## src/isbp_pkg.sv

```systemverilog
package isbp_pkg;

    localparam int unsigned LAG_BITS        = 11;
    localparam int unsigned COEF_BITS       = 3;
    localparam int unsigned RESET_GRP_BITS  = 5;
    localparam int unsigned VALUE_W         = 32;
    localparam int unsigned BAND_W          = 6;
    localparam int unsigned CFG_INDEX_W     = 2;
    localparam int unsigned CFG_DATA_W      = 6;

    // configuration register indexes
    localparam logic [CFG_INDEX_W-1:0] CFG_PRED_KIND  = 2'd0;
    localparam logic [CFG_INDEX_W-1:0] CFG_PRED_BANDS = 2'd1;
    localparam logic [CFG_INDEX_W-1:0] CFG_BAND_LIMIT = 2'd2;

    // predictor kinds; the spare code acts as no predictor
    localparam logic [1:0] PRED_NONE     = 2'd0;
    localparam logic [1:0] PRED_BACKWARD = 2'd1;
    localparam logic [1:0] PRED_LTP      = 2'd2;
    localparam logic [1:0] PRED_SPARE    = 2'd3;

    localparam logic [1:0] WIN_SHORT = 2'd2;

    localparam logic [BAND_W-1:0] PRED_BANDS_RST = 6'd40;
    localparam logic [BAND_W-1:0] BAND_LIMIT_RST = 6'd51;

    // syntax element codes
    localparam logic [3:0] EL_WINSEQ     = 4'd0;
    localparam logic [3:0] EL_SHAPE      = 4'd1;
    localparam logic [3:0] EL_MAXBANDS   = 4'd2;
    localparam logic [3:0] EL_GROUPING   = 4'd3;
    localparam logic [3:0] EL_PREDPRES   = 4'd4;
    localparam logic [3:0] EL_RESET      = 4'd5;
    localparam logic [3:0] EL_RESETGROUP = 4'd6;
    localparam logic [3:0] EL_BANDFLAG   = 4'd7;
    localparam logic [3:0] EL_LTPPRES    = 4'd8;
    localparam logic [3:0] EL_LAG        = 4'd9;
    localparam logic [3:0] EL_COEF       = 4'd10;
    localparam logic [3:0] EL_FLAGWORD   = 4'd11;

    typedef struct packed {
        logic stream_bit;
        logic first;
        logic pair;
    } t_in;

    typedef struct packed {
        logic [3:0]         element;
        logic               channel;
        logic [BAND_W-1:0]  band;
        logic [VALUE_W-1:0] value;
        logic               last;
        logic               error;
    } t_out;

endpackage

```

## src/ics_side_info_bit_parser_top.sv

```systemverilog
// Side-info bit parser: takes one stream bit per word (MSB of each field first) and
// returns one word for each syntax element as it completes: window sequence, shape,
// max bands, grouping or predictor-present, then backward-predictor reset, reset group
// and band flags, or per-channel LTP present, lag, coef and up to two flag words.
// A word with first set starts a new record and aborts any unfinished one; pair is
// sampled with it. Each input word is parsed in the cycle it is accepted and its
// result is loaded into the output register at that same edge, so it is offered
// from the next cycle on and the block sustains one bit per clock; the input stalls
// only while a result is held under output stall.
// Configuration writes take effect at once. error always comes with last.
module ics_side_info_bit_parser_top
    import isbp_pkg::*;
(
    input  logic                   i_clk,
    input  logic                   i_rst_n,
    input  logic                   i_in_valid,
    output logic                   o_in_stall,
    input  t_in                    i_in,
    output logic                   o_out_valid,
    input  logic                   i_out_stall,
    output t_out                   o_out,
    input  logic                   i_cfg_we,
    input  logic [CFG_INDEX_W-1:0] i_cfg_index,
    input  logic [CFG_DATA_W-1:0]  i_cfg_data
);

    typedef enum logic [13:0] {
        PH_IDLE     = 14'b00000000000001,
        PH_WINSEQ   = 14'b00000000000010,
        PH_SHAPE    = 14'b00000000000100,
        PH_MAXB     = 14'b00000000001000,
        PH_GROUP    = 14'b00000000010000,
        PH_PREDPRES = 14'b00000000100000,
        PH_RESET    = 14'b00000001000000,
        PH_RESETGRP = 14'b00000010000000,
        PH_BANDFLAG = 14'b00000100000000,
        PH_LTPPRES  = 14'b00001000000000,
        PH_LAG      = 14'b00010000000000,
        PH_COEF     = 14'b00100000000000,
        PH_WORD0    = 14'b01000000000000,
        PH_WORD1    = 14'b10000000000000
    } t_phase;

    logic [1:0]         r_pred_kind;
    logic [BAND_W-1:0]  r_pred_bands;
    logic [BAND_W-1:0]  r_band_limit;

    t_phase             r_phase, n_phase;
    logic [5:0]         r_bit_count, n_bit_count;
    logic [VALUE_W-1:0] r_shift, n_shift;
    logic [1:0]         r_win_kind, n_win_kind;
    logic [BAND_W-1:0]  r_max_bands, n_max_bands;
    logic [BAND_W-1:0]  r_band_idx, n_band_idx;
    logic               r_pair, n_pair;
    logic               r_chan, n_chan;
    logic               r_reset_seen, n_reset_seen;

    logic               r_out_valid;
    t_out               r_out;

    logic               accept;
    logic               res_valid;
    t_out               res;
    logic [BAND_W-1:0]  flag_cnt;
    logic [5:0]         raw_len;
    logic [5:0]         field_len;
    logic [VALUE_W-1:0] v;

    assign o_in_stall  = r_out_valid && i_out_stall;
    assign accept      = i_in_valid && !o_in_stall;
    assign o_out_valid = r_out_valid;
    assign o_out       = r_out;

    assign flag_cnt = (r_max_bands < r_pred_bands) ? r_max_bands : r_pred_bands;
    assign v        = {r_shift[VALUE_W-2:0], i_in.stream_bit};

    always_comb begin
        case (r_phase)
            PH_WINSEQ:   raw_len = 6'd2;
            PH_MAXB:     raw_len = (r_win_kind == WIN_SHORT) ? 6'd4 : 6'd6;
            PH_GROUP:    raw_len = 6'd7;
            PH_RESETGRP: raw_len = 6'(RESET_GRP_BITS);
            PH_LAG:      raw_len = 6'(LAG_BITS);
            PH_COEF:     raw_len = 6'(COEF_BITS);
            PH_WORD0:    raw_len = (flag_cnt > 6'd32) ? 6'd32 : flag_cnt;
            PH_WORD1:    raw_len = (flag_cnt > 6'd32) ? flag_cnt - 6'd32 : 6'd0;
            default:     raw_len = 6'd1;
        endcase
        field_len = (raw_len == 6'd0) ? 6'd1 : raw_len;
    end

    always_comb begin
        n_phase      = r_phase;
        n_bit_count  = r_bit_count;
        n_shift      = r_shift;
        n_win_kind   = r_win_kind;
        n_max_bands  = r_max_bands;
        n_band_idx   = r_band_idx;
        n_pair       = r_pair;
        n_chan       = r_chan;
        n_reset_seen = r_reset_seen;
        res_valid    = 1'b0;
        res          = '0;
        res.channel  = r_chan;
        res.value    = v;

        if (accept) begin
            if (i_in.first) begin
                n_phase      = PH_WINSEQ;
                n_bit_count  = '0;
                n_shift      = '0;
                n_band_idx   = '0;
                n_pair       = i_in.pair;
                n_chan       = 1'b0;
                n_reset_seen = 1'b0;
            end else if (r_phase == PH_IDLE) begin
                n_phase = PH_IDLE;
            end else if ({1'b0, r_bit_count} + 7'd1 < {1'b0, field_len}) begin
                // field still open: shift the bit in
                n_shift     = v;
                n_bit_count = r_bit_count + 6'd1;
            end else begin
                n_shift     = '0;
                n_bit_count = '0;
                res_valid   = 1'b1;
                case (r_phase)
                    PH_WINSEQ: begin
                        n_win_kind  = v[1:0];
                        n_phase     = PH_SHAPE;
                        res.element = EL_WINSEQ;
                        res.channel = 1'b0;
                    end
                    PH_SHAPE: begin
                        n_phase     = PH_MAXB;
                        res.element = EL_SHAPE;
                        res.channel = 1'b0;
                    end
                    PH_MAXB: begin
                        n_max_bands = v[BAND_W-1:0];
                        res.element = EL_MAXBANDS;
                        res.channel = 1'b0;
                        if (v[BAND_W-1:0] > r_band_limit) begin
                            res.last  = 1'b1;
                            res.error = 1'b1;
                        end else begin
                            n_phase = (r_win_kind == WIN_SHORT) ? PH_GROUP : PH_PREDPRES;
                        end
                    end
                    PH_GROUP: begin
                        res.element = EL_GROUPING;
                        res.channel = 1'b0;
                        res.last    = 1'b1;
                    end
                    PH_PREDPRES: begin
                        res.element = EL_PREDPRES;
                        res.channel = 1'b0;
                        res.value   = VALUE_W'(v != '0);
                        if (v == '0) begin
                            res.last = 1'b1;
                        end else if (r_pred_kind == PRED_BACKWARD) begin
                            n_phase = PH_RESET;
                        end else if (r_pred_kind == PRED_LTP) begin
                            n_chan  = 1'b0;
                            n_phase = PH_LTPPRES;
                        end else begin
                            // predictor bit with no predictor configured
                            res.last  = 1'b1;
                            res.error = 1'b1;
                        end
                    end
                    PH_RESET, PH_RESETGRP: begin
                        res.element = (r_phase == PH_RESET) ? EL_RESET : EL_RESETGROUP;
                        res.channel = 1'b0;
                        if (r_phase == PH_RESET) begin
                            n_reset_seen = v[0];
                        end
                        if (r_phase == PH_RESET && v[0]) begin
                            n_phase = PH_RESETGRP;
                        end else begin
                            n_band_idx = '0;
                            if (flag_cnt == '0) begin
                                res.last = 1'b1;
                            end else begin
                                n_phase = PH_BANDFLAG;
                            end
                        end
                    end
                    PH_BANDFLAG: begin
                        res.element = EL_BANDFLAG;
                        res.channel = 1'b0;
                        res.band    = r_band_idx;
                        res.last    = ({1'b0, r_band_idx} + 7'd1 >= {1'b0, flag_cnt});
                        n_band_idx  = r_band_idx + 6'd1;
                    end
                    PH_LTPPRES, PH_COEF, PH_WORD0, PH_WORD1: begin
                        case (r_phase)
                            PH_LTPPRES: res.element = EL_LTPPRES;
                            PH_COEF:    res.element = EL_COEF;
                            default:    res.element = EL_FLAGWORD;
                        endcase
                        res.band = (r_phase == PH_WORD1) ? 6'd1 : 6'd0;
                        if (r_phase == PH_LTPPRES && v != '0) begin
                            n_phase = PH_LAG;
                        end else if (r_phase == PH_COEF && flag_cnt != '0) begin
                            n_phase = PH_WORD0;
                        end else if (r_phase == PH_WORD0 && flag_cnt > 6'd32) begin
                            n_phase = PH_WORD1;
                        end else if (r_pair && !r_chan) begin
                            // advance to the second channel
                            n_chan  = 1'b1;
                            n_phase = PH_LTPPRES;
                        end else begin
                            res.last = 1'b1;
                        end
                    end
                    PH_LAG: begin
                        n_phase     = PH_COEF;
                        res.element = EL_LAG;
                    end
                    default: begin
                        res_valid = 1'b0;
                        n_phase   = PH_IDLE;
                    end
                endcase
                if (res.last) begin
                    n_phase = PH_IDLE;
                end
            end
        end
    end

    always_ff @(posedge i_clk) begin
        if (!i_rst_n) begin
            r_pred_kind  <= PRED_NONE;
            r_pred_bands <= PRED_BANDS_RST;
            r_band_limit <= BAND_LIMIT_RST;
            r_phase      <= PH_IDLE;
            r_bit_count  <= '0;
            r_shift      <= '0;
            r_win_kind   <= '0;
            r_max_bands  <= '0;
            r_band_idx   <= '0;
            r_pair       <= 1'b0;
            r_chan       <= 1'b0;
            r_reset_seen <= 1'b0;
            r_out_valid  <= 1'b0;
        end else begin
            if (i_cfg_we) begin
                case (i_cfg_index)
                    CFG_PRED_KIND:  r_pred_kind  <= i_cfg_data[1:0];
                    CFG_PRED_BANDS: r_pred_bands <= i_cfg_data;
                    CFG_BAND_LIMIT: r_band_limit <= i_cfg_data;
                    default:        r_pred_kind  <= r_pred_kind;
                endcase
            end
            r_phase      <= n_phase;
            r_bit_count  <= n_bit_count;
            r_shift      <= n_shift;
            r_win_kind   <= n_win_kind;
            r_max_bands  <= n_max_bands;
            r_band_idx   <= n_band_idx;
            r_pair       <= n_pair;
            r_chan       <= n_chan;
            r_reset_seen <= n_reset_seen;
            if (res_valid) begin
                r_out_valid <= 1'b1;
            end else if (!i_out_stall) begin
                r_out_valid <= 1'b0;
            end
        end
    end

    // payload register: hold while stalled
    always_ff @(posedge i_clk) begin
        if (res_valid) begin
            r_out <= res;
        end
    end

endmodule

```

## config.mk

```make
export PLATFORM = sky130hd
export DESIGN_NAME = ics_side_info_bit_parser_top
export DESIGN_NICKNAME = d
export VERILOG_FILES = /design/src/isbp_pkg.sv /design/src/ics_side_info_bit_parser_top.sv
export SDC_FILE = /design/constraint.sdc
export NUM_CORES = 1
export LEC_CHECK = 0
export BUFFER_PORTS_ARGS = -buffer_cell sky130_fd_sc_hd__buf_2
export CAP_MARGIN = 25
export CORE_ASPECT_RATIO = 1.4
export CORE_UTILIZATION = 43
export DETAILED_ROUTE_END_ITERATION = 8
export SETUP_SLACK_MARGIN = 0.5
export SYNTH_ARGS = -nofsm -noshare
export SYNTH_HDL_FRONTEND = slang
export SYNTH_SLANG_ARGS = --single-unit
```

## constraint.sdc

```tcl
create_clock -name i_clk -period 21 [get_ports i_clk]
set_clock_uncertainty 0.1 [all_clocks]
set_input_delay 5.25 -clock i_clk [delete_from_list [all_inputs] [get_ports i_clk]]
set_output_delay 5.25 -clock i_clk [all_outputs]
set_load 0.1 [all_outputs]
```

==> metrics.csv <==
stage;metric;value;unit
outcome;status;complete, no violations;
clock_network;h-tree-depth;4;
timing;hold_viol;0;
timing;rsz0062_at_grt;no;
placement;dpl_cell_area;7250;um^2
floorplanning;ioPinCount;63;
min_path;hold_class;reg -> reg;
global_routing;grt_pass1_wl;28.4;mm
floorplanning;die_x;108;um
worst_setup_path;crit_fanout;3;
clock_network;path_clk_slew;60;ps
finish;syn_to_final_growth;15.4;%
yosys;synthDistinctLibCells;66;
routing;vias;5516;
timing;period_share;0.535;
power_and_ir_drop;power_density;75.4;nW/um^2
worst_setup_path;crit_chain;buf_2 -> nand2_1 -> inv_1 -> buf_2;
routing;wl;17.9;mm
timing;max_freq;89.0;MHz
power_and_ir_drop;fin_total_pwr;0.000593;W
clock_network;cts_hold_buffers;0;
finish;n_antenna_cell;0;
clock_network;cts_setup_buffers;0;
yosys;synth_nets;759;
placement;place.detailed.hpwl;12.8;mm
worst_setup_path;max_stage_delay;420;ps
worst_setup_path;regToRegSetupSlack;15930;ps
clock_network;cts-buffers-inserted;17;
placement;dp_cells;943;
global_routing;grt_max_degree;92;
yosys;syn_area;6810;um^2
floorplanning;start_util;0.438;
clock_network;cts.sinks;127;
min_path;hp-start;r_win_kind[0];
min_path;min_path_cells;2;
min_path;whs_endpoint;r_win_kind[0];
yosys;async_flop_share;0;
global_routing;grt_usage;0.229;
global_routing;antenna_found_initial;0;
placement;gp_congestion;0.880;
floorplanning;dieHeight;151;um
global_routing;grt_pass1_vias;5424;
clock_network;cts_tree;built;
clock_network;cts_root_buf;clkbuf_16;
yosys;synth_edf_count;45;
routing;drt_iter0_markers;357;
timing;max_slew.worst_pin.slew;908;ps
timing;max-slew-margin-rel;0.379;
clock_network;post_cts_resized;0;
routing;wl_per_cell;18.4;um
power_and_ir_drop;leakage;3.20;nW
floorplanning;core-area;15500;um^2
timing;period_minus_slack;11240;ps
run;cap_viol_max_count;0;
global_routing;grt-ovfl-total;0;
timing;setup_viol_count_final;0;
finish;layoutNonFillerInstCount;975;
worst_setup_path;end_kind;primary output;
finish;layout-drive-gt1-share;0.162;
finish;final_nets;808;
worst_setup_path;startpoint_type;primary input;
worst_setup_path;r2r-end;r_shift[22];
yosys;ys_seq_area_frac;0.440;
floorplanning;num_rows;54;
timing;fin_setup_tns;0;ps
placement;io_buffers;62;
floorplanning;dieArea;16300;um^2
clock_network;clockBufferDepth;2;
routing;viasPerCell;5.66;
worst_setup_path;slowest_stage;buf_2;
worst_setup_path;arrival;5890;ps
worst_setup_path;crit_top_cell;buf_2;
worst_setup_path;path_class;in -> out;
worst_setup_path;worstReg2RegStart;r_pred_bands[3];
yosys;synthesis.instances;717;
yosys;ys_dominant_reg_cell;dfxtp_1;
power_and_ir_drop;max-vdd-ir-drop;0.0383;mV
finish;fin_area;7860;um^2
routing;drtPass1Iterations;7;
yosys;synth-seq-cells;127;
worst_setup_path;cp.required;15650;ps
routing;drc;0;
timing;slew_violations;0;
finish;fill_cells;1456;
routing;antenna_left;0;
worst_setup_path;r2r_cells;15;
yosys;yosys_warnings;0;
clock_network;insertion_delay;420;ps
yosys;synth_area_per_cell;9.49;um^2
==> logic make-up (layout without fill, tap and decap cells) <==
family	count (synthesis)	count (layout)	share of synthesized area
compound gates	133	133	0.148
fa+ha+maj	26	26	0.0478
xor+xnor	9	9	0.0116
simple gates	321	321	0.254
mux	39	39	0.0581
flops	127	127	0.440
buf+inv	62	124	0.0406
==> state kept, by name, indices dropped and copies added, names as in the netlist, 2 cells and up <==
register	count
r_max_bands	6
r_pred_kind	2
r_pred_bands	6
r_phase	14
r_win_kind	2
o_out	45
r_bit_count	6
r_shift	31
r_band_idx	6
r_band_limit	6
==> through the flow <==
step	util	hold WS, ps	worst slack, ps
finish	0.506	363	9760
global route	0.506	381	9710
CTS	0.506	365	9760
detailed placement	0.466	352	9760
global placement	0.465	347	9770
floorplan	-	333	9680
==> report_power, final <==
part	total, W	switching (W)	internal (W)	leakage [nW]
clock	0.000309	0.000120	0.000189	0.291
sequential	0.000256	0.00000129	0.000254	1.14
combinational	0.0000285	0.0000191	0.00000935	1.77
==> cells in the mapped netlist, types with 4 or more instances <==
master | n | area, um^2
a21boi_0 | 5 | 37.5
nor3b_1 | 4 | 30.0
inv_1 | 23 | 86.3
buf_6 | 5 | 56.3
nand2b_1 | 13 | 81.3
nor3_1 | 9 | 45.0
edfxtp_1 | 45 | 1350
o21a_1 | 4 | 30.0
dfxtp_1 | 82 | 1640
mux2_2 | 4 | 45.0
nand2_1 | 81 | 304
clkbuf_1 | 29 | 109
ha_1 | 26 | 325
xor2_1 | 6 | 52.6
nor4_1 | 17 | 106
a211o_1 | 4 | 35.0
nand4_1 | 7 | 43.8
buf_2 | 5 | 25.0
or2_2 | 10 | 62.6
nor2_1 | 39 | 146
nor2b_1 | 48 | 300
mux2i_1 | 35 | 350
and2_1 | 45 | 282
nand3_1 | 19 | 95.1
o211ai_1 | 7 | 52.6
o21ai_0 | 20 | 100
and3_1 | 4 | 25.0
a21oi_1 | 17 | 85.1
a32oi_1 | 33 | 289
o22ai_1 | 4 | 25.0
or3_1 | 7 | 43.8
a21o_1 | 7 | 52.6
==> final cells by class <==
class	instances	area, um^2	share of cell area
clock buffers	18	429	0.0546
clock inverters	14	181	0.0231
inverters	23	86.3	0.0110
multi-input cells	528	3550	0.452
flip-flops and latches	127	2990	0.381
well taps	196	245	0.0312
repair buffers	69	370	0.0471
==> worst max-delay path, delay by kind of cell <==
family,cells,cell delay (ps)
buffers and inverters,3,560
and+or+nand+nor,1,80
==> layer usage <==
metal	share of wire	global-route usage	routed length (um)
met2	0.52	0.405	9270
met3	0.033	0.0361	593
met4	0.038	0.114	676
met5	0	0	0
met1	0.41	0.265	7360
==> worst max-delay path by stage <==
stage / from / to / slack (ps) / cells after the start
global placement: i_out_stall / o_in_stall / 9770 / 4
finish: i_out_stall / o_in_stall / 9760 / 4
CTS: i_out_stall / o_in_stall / 9760 / 4
floorplan: i_out_stall / o_in_stall / 9680 / 2
global route: i_out_stall / o_in_stall / 9710 / 4
detailed placement: i_out_stall / o_in_stall / 9760 / 4
==> cells in the final DEF, fill, tap and decap left out, types with 4 or more instances in the layout <==
| cell type | n |
|---|---|
| nand3_1 | 19 |
| ha_1 | 26 |
| nor4_1 | 17 |
| nand2b_1 | 13 |
| dfxtp_1 | 82 |
| o22ai_1 | 4 |
| o21ai_0 | 19 |
| and3_1 | 4 |
| a211o_1 | 4 |
| a21boi_0 | 5 |
| and2_1 | 45 |
| or2_2 | 10 |
| a21o_1 | 7 |
| nor2b_1 | 48 |
| nor2_1 | 39 |
| or3_1 | 7 |
| clkbuf_16 | 17 |
| nor3b_1 | 4 |
| inv_1 | 23 |
| buf_4 | 6 |
| nor3_1 | 8 |
| o21a_1 | 4 |
| o211ai_1 | 7 |
| nand2_1 | 81 |
| xor2_1 | 6 |
| inv_6 | 4 |
| a21oi_1 | 17 |
| mux2i_1 | 35 |
| edfxtp_1 | 45 |
| a32oi_1 | 33 |
| mux2_2 | 4 |
| buf_2 | 62 |
| nand4_1 | 7 |
(Power assumes the default switching activity.)
